### config.mk
export PLATFORM = sky130hd
export DESIGN_NAME = tccw_ctrl
export DESIGN_NICKNAME = d
export VERILOG_FILES = /design/src/design/tccw_pkg.sv /design/src/design/tccw_ctrl.sv
export SDC_FILE = /design/constraint.sdc
export NUM_CORES = 1
export LEC_CHECK = 0
export ABC_AREA = 0
export BUFFER_PORTS_ARGS = -buffer_cell sky130_fd_sc_hd__buf_2
export CORE_AREA = 2 2 39 41
export DETAILED_ROUTE_END_ITERATION = 8
export DIE_AREA = 0 0 41 43
export GPL_TIMING_DRIVEN = 0
export PLACE_DENSITY = 0.56
export RECOVER_POWER = 50
export SKIP_CTS_REPAIR_TIMING = 1
export SLEW_MARGIN = 0
export SYNTH_ARGS = -nofsm -noshare
export SYNTH_HDL_FRONTEND = slang
export SYNTH_SLANG_ARGS = --single-unit
### constraint.sdc
create_clock -name i_clk -period 3.3 [get_ports i_clk]
set_input_delay 0.33 -clock i_clk [delete_from_list [all_inputs] [get_ports i_clk]]
set_output_delay 0.33 -clock i_clk [all_outputs]
set_load 0.02 [all_outputs]
### src/design/tccw_pkg.sv
// Shared types, codes and helpers for the text console cell writer.
// No dependencies; imported by the controller, the datapath and the top level.
package tccw_pkg;

    // Default screen geometry
    localparam int SCREEN_WIDTH_DEF  = 80;
    localparam int SCREEN_HEIGHT_DEF = 25;

    // Port widths
    localparam int FUNC_W      = 2;
    localparam int CHAR_W      = 8;
    localparam int COLOUR_W    = 8;
    localparam int NUMBER_W    = 32;
    localparam int CELL_ADDR_W = 11;
    localparam int CELL_WORD_W = 16;
    localparam int IN_DATA_W   = 48;
    localparam int OUT_DATA_W  = 32;

    // Digit stack: ten decimal digits at most
    localparam int DIGITS_MAX = 10;
    localparam int DIG_IDX_W  = $clog2(DIGITS_MAX);
    localparam int DIG_CNT_W  = $clog2(DIGITS_MAX + 1);

    // Item kinds
    localparam logic [FUNC_W-1:0] FUNC_CHAR = 2'd0;
    localparam logic [FUNC_W-1:0] FUNC_DEC  = 2'd1;
    localparam logic [FUNC_W-1:0] FUNC_HEX  = 2'd2;

    // Character codes and the number colour
    localparam logic [CHAR_W-1:0]   CH_NEWLINE   = 8'h0A;
    localparam logic [CHAR_W-1:0]   CH_BACKSPACE = 8'h08;
    localparam logic [CHAR_W-1:0]   CH_SPACE     = 8'h20;
    localparam logic [CHAR_W-1:0]   CH_MINUS     = 8'h2D;
    localparam logic [CHAR_W-1:0]   CH_ZERO      = 8'h30;
    localparam logic [CHAR_W-1:0]   CH_X         = 8'h78;
    localparam logic [COLOUR_W-1:0] DIGIT_COLOUR = 8'd15;

    // Reciprocal of ten, exact for 32-bit dividends with a shift of 35
    localparam logic [NUMBER_W-1:0] RECIP10 = 32'hCCCC_CCCD;

    typedef enum logic [2:0] {
        ST_IDLE,
        ST_CHAR,
        ST_EXTRACT,
        ST_SIGN,
        ST_PFX0,
        ST_PFX1,
        ST_DIGIT
    } t_state;

    typedef enum logic [2:0] {
        PUT_INPUT,
        PUT_MINUS,
        PUT_ZERO,
        PUT_X,
        PUT_DIGIT
    } t_put_sel;

    // Controller to datapath
    typedef struct packed {
        logic     load;
        logic     extract;
        logic     put;
        t_put_sel sel;
        logic     final_char;
    } t_cmd;

    // Datapath to controller
    typedef struct packed {
        logic slot_free;
        logic mag_next_zero;
        logic negative;
        logic hex;
        logic cnt_one;
    } t_status;

    // Uppercase hex glyph of one digit
    function automatic logic [CHAR_W-1:0] f_digit_char(input logic [3:0] d);
        logic [CHAR_W-1:0] base;
        base = (d < 4'd10) ? 8'h30 : 8'h37;
        return base + {4'b0000, d};
    endfunction

endpackage

### src/design/tccw_ctrl.sv
// Sequencer for the text console cell writer: puts each character item and walks each
// number item through extraction, sign or prefix and digit output. Depends on tccw_pkg.
module tccw_ctrl (
    input  logic                     i_clk,
    input  logic                     i_rst_n,
    input  logic                     i_valid,
    input  logic [tccw_pkg::FUNC_W-1:0] i_func,
    input  tccw_pkg::t_status        i_status,
    output logic                     o_ready,
    output tccw_pkg::t_cmd           o_cmd
);
    import tccw_pkg::*;

    t_state r_state;
    t_state n_state;

    // State register
    always_ff @(posedge i_clk) begin
        if (!i_rst_n) begin
            r_state <= ST_IDLE;
        end else begin
            r_state <= n_state;
        end
    end

    // Next state
    always_comb begin
        n_state = r_state;
        case (r_state)
            ST_IDLE: begin
                if (i_valid) begin
                    case (i_func)
                        FUNC_CHAR: n_state = ST_CHAR;
                        FUNC_DEC:  n_state = ST_EXTRACT;
                        FUNC_HEX:  n_state = ST_EXTRACT;
                        default:   n_state = ST_IDLE;
                    endcase
                end
            end
            ST_CHAR: begin
                if (i_status.slot_free) n_state = ST_IDLE;
            end
            ST_EXTRACT: begin
                if (i_status.mag_next_zero) begin
                    if (i_status.hex)           n_state = ST_PFX0;
                    else if (i_status.negative) n_state = ST_SIGN;
                    else                        n_state = ST_DIGIT;
                end
            end
            ST_SIGN: begin
                if (i_status.slot_free) n_state = ST_DIGIT;
            end
            ST_PFX0: begin
                if (i_status.slot_free) n_state = ST_PFX1;
            end
            ST_PFX1: begin
                if (i_status.slot_free) n_state = ST_DIGIT;
            end
            ST_DIGIT: begin
                if (i_status.slot_free && i_status.cnt_one) n_state = ST_IDLE;
            end
            default: n_state = ST_IDLE;
        endcase
    end

    // Commands
    always_comb begin
        o_ready          = 1'b0;
        o_cmd.load       = 1'b0;
        o_cmd.extract    = 1'b0;
        o_cmd.put        = 1'b0;
        o_cmd.sel        = PUT_INPUT;
        o_cmd.final_char = 1'b0;
        case (r_state)
            ST_IDLE: begin
                o_ready    = 1'b1;
                o_cmd.load = i_valid;
            end
            ST_CHAR: begin
                o_cmd.put        = 1'b1;
                o_cmd.sel        = PUT_INPUT;
                o_cmd.final_char = 1'b1;
            end
            ST_EXTRACT: begin
                o_cmd.extract = 1'b1;
            end
            ST_SIGN: begin
                o_cmd.put = 1'b1;
                o_cmd.sel = PUT_MINUS;
            end
            ST_PFX0: begin
                o_cmd.put = 1'b1;
                o_cmd.sel = PUT_ZERO;
            end
            ST_PFX1: begin
                o_cmd.put = 1'b1;
                o_cmd.sel = PUT_X;
            end
            ST_DIGIT: begin
                o_cmd.put        = 1'b1;
                o_cmd.sel        = PUT_DIGIT;
                o_cmd.final_char = i_status.cnt_one;
            end
            default: begin
                o_ready = 1'b0;
            end
        endcase
    end

endmodule

==> impl_metrics.ini <==
[timing]
rsz0062_at_grt = false
period_share = 0.5133
hold_viol_final = 0
skew_ns = 0.002517
period_minus_slack_ns = 1.694
slew_headroom = 0.6887
timing.fmax_mhz = 590.4
setup_viol = 0
worstMarginPinSlew_ns = 0.4620
tns_ns = 0
slew_violations = 0

[run_status]
violations = design-rule violations
status = finished with violations

[synthesis]
ys_warn_count = 0
syn_avg_cell_area_um2 = 8.083
syn_area_um2 = 404.1
ys_seq_area_frac = 0.1486
synth_top_area_frac = 0.1486
synth_edf_count = 0
synth_top_area_cell = dfxtp_1
synth_cell_type_count = 30
synth_cells = 50
ys.flop_type = dfxtp_1
yosys-top-cells-area = dfxtp_1, a221oi_4, nor4b_4
synth_seq_cells = 3
synthesis.nets = 61
ys_async_sr_fraction = 0

[job]
drv_cap = 0

[clocking]
clk_latency_ns = 0.23
cts_root_buf = clkbuf_4
tritoncts = done
clkTransAtPathRegs_ns = 0.04
clock_path_buffers = 2
clock_sinks = 3
cts_buffers = 3
cts_max_level = 1

[floorplanning]
io_pins = 18
fp.coreArea_um2 = 1384
die-area_um2 = 1763
die_h_um = 43
start_util = 0.2920
die_w_um = 41
rows = 14

[worst_hold_path]
hold_start = i_rst_n
holdPathEnd = r_state[2]$_SDFFE_PN0P_
hp-class = input pin to register
hold-path-cell-count = 3

[power_and_ir_drop]
power_frac_clock = 0.129
p_sw_frac = 0.5072
p_per_area_nw_per_um2 = 947.5
p_leak_nw = 0.2512
power_frac_comb = 0.749
switching_power_w = 0.0002538
vdd_drop_max_uv = 265.5
total_power_w = 0.0005003
pwr-share-seq = 0.123
intPower_w = 0.0002465

[global_routing]
grt_overflow = 0
grt_pass1_vias = 376
grt_pass1_wl_um = 1649
globalRouteTotalUtil = 0.1444
grt_max_degree = 11
grt_antenna_before_repair = 0

[routing]
top_layer = met4
routedWlPerCell_um = 11.52
detail_route.first_pass.iterations = 6
antenna_left = 0
routed_wirelength_um = 1002
wl_met1_um = 426
wl_met3_um = 94
via_count = 434
drcViolationCount = 2
via_per_inst = 4.989
drtIter0Drc = 9
wl_met2_um = 452

[worst_setup_path]
r2r_slack_ns = 1.78
startpoint_type = register
endpoint_kind = primary output
worstPathArrival_ns = 1.36
worst_r2r_startpoint = r_state[1]$_SDFFE_PN0P_
crit_type = register to primary output
cp.required_ns = 2.97
r2r_cells = 4
r2r-end = r_state[1]$_SDFFE_PN0P_
crit_fanout = 10

[place]
gp_congestion = 0.7860
portBuffers = 17
dp_hpwl_um = 727.3
dp_cells = 83

[cells_and_area]
largest_reg_flops = 3
drive_gt1_frac = 0.3662
regMostFlops = r_state
top_regs = r_state x3
finalNetCount = 83
finalNonFillerCells = 87
area_growth_pct = 30.65
diodes = 0
[cells in the mapped netlist, types with 2 or more instances]
library cell  instances
a21oi_1               3
a22o_1                2
and2_1                2
and3_1                2
buf_6                 2
dfxtp_1               3
inv_1                 5
nand2_1               3
nand2b_1              3
nor2_1                2
nor2b_1               2
nor3_1                2
o21ai_1               2
[layout by cell type (no fill, tap or decap)]
master and count:
o2111ai_1 1, a211oi_2 1, inv_4 1, buf_2 15, dfxtp_1 3, ha_1 1
nor4b_4 1, nor2b_4 1, or2_1 1, nor2_1 2, a21oi_1 3, mux2i_1 1
clkbuf_1 4, inv_1 5, nor3_1 2, and3_1 2, nor2b_1 2, a221oi_4 1
and2_1 2, a22o_1 2, o21bai_1 1, nand2_1 3, a31oi_1 1, nand2b_1 3
o21ai_0 2, buf_6 2, inv_2 1, o21ai_1 2, and4b_1 1, clkbuf_4 3
o22a_1 1
[logic make-up after synthesis]
kind of cell    after synthesis  share of synthesized area
flops                         3                     0.1486
compound gates               15                     0.3127
mux                           1                    0.02477
fa+ha+maj                     1                    0.03095
simple gates                 20                     0.3436
buf+inv                      10                     0.1393
[power by group through the flow]
stage | Combinational, W | Sequential, W | Clock [W]
6_report | 0.000375 | 0.0000614 | 0.0000644
5_1_grt | 0.000408 | 0.0000628 | 0.0000703
4_1_cts | 0.000385 | 0.0000615 | 0.0000655
3_5_place_dp | 0.000380 | 0.0000620 | 0
3_3_place_gp | 0.000382 | 0.0000619 | 0
2_1_floorplan | 0.000295 | 0.0000606 | 0
[routing by layer]
layer	GRT usage	vias to the layer above
met4	0.1000	0
met1	0.1891	188
met2	0.1906	21
met5	0	-
li1	-	221
met3	0.04712	4
[critical path, stage by stage, from the launching register on]
cell and delay [ns]:
dfxtp_1 0.32, clkbuf_1 0.31, nor2_1 0.15, and3_1 0.20, buf_2 0.15
[worst max-delay path by stage]
stage                       startpoint       end  slack [ns]  cells after the start
6_report       r_state[1]$_SDFFE_PN0P_  o_cmd[6]        1.61                      4
5_1_grt        r_state[1]$_SDFFE_PN0P_  o_cmd[1]        1.48                      4
4_1_cts        r_state[1]$_SDFFE_PN0P_  o_cmd[6]        1.71                      4
3_5_place_dp   r_state[1]$_SDFFE_PN0P_  o_cmd[6]        1.96                      4
3_3_place_gp   r_state[1]$_SDFFE_PN0P_  o_cmd[6]        1.95                      4
2_1_floorplan  r_state[2]$_SDFFE_PN0P_  o_cmd[0]        1.96                      3
[per-stage QoR]
step / hold slack (ns) / utilization / setup slack [ns] / cell area (µm²)
3_5_place_dp: 0.6175 / 0.3680 / 1.959 / 509.2
2_1_floorplan: 0.4741 / - / 1.957 / 404.1
6_report: 0.3918 / 0.3816 / 1.606 / 528.0
3_3_place_gp: 0.6195 / 0.3680 / 1.948 / 509.2
4_1_cts: 0.3891 / 0.3870 / 1.712 / 535.5
5_1_grt: 0.3985 / 0.3816 / 1.477 / 528.0
[area by class of cell]
class,count,area [µm²]
buffer,3,26.28
clock buffer,4,26.28
fill,154,855.8
inverter,7,28.78
multi-input combinational,37,284.0
sequential,3,60.06
tap,16,20.02
timing repair buffer,17,82.58
Power figures use the tool's default switching activity.
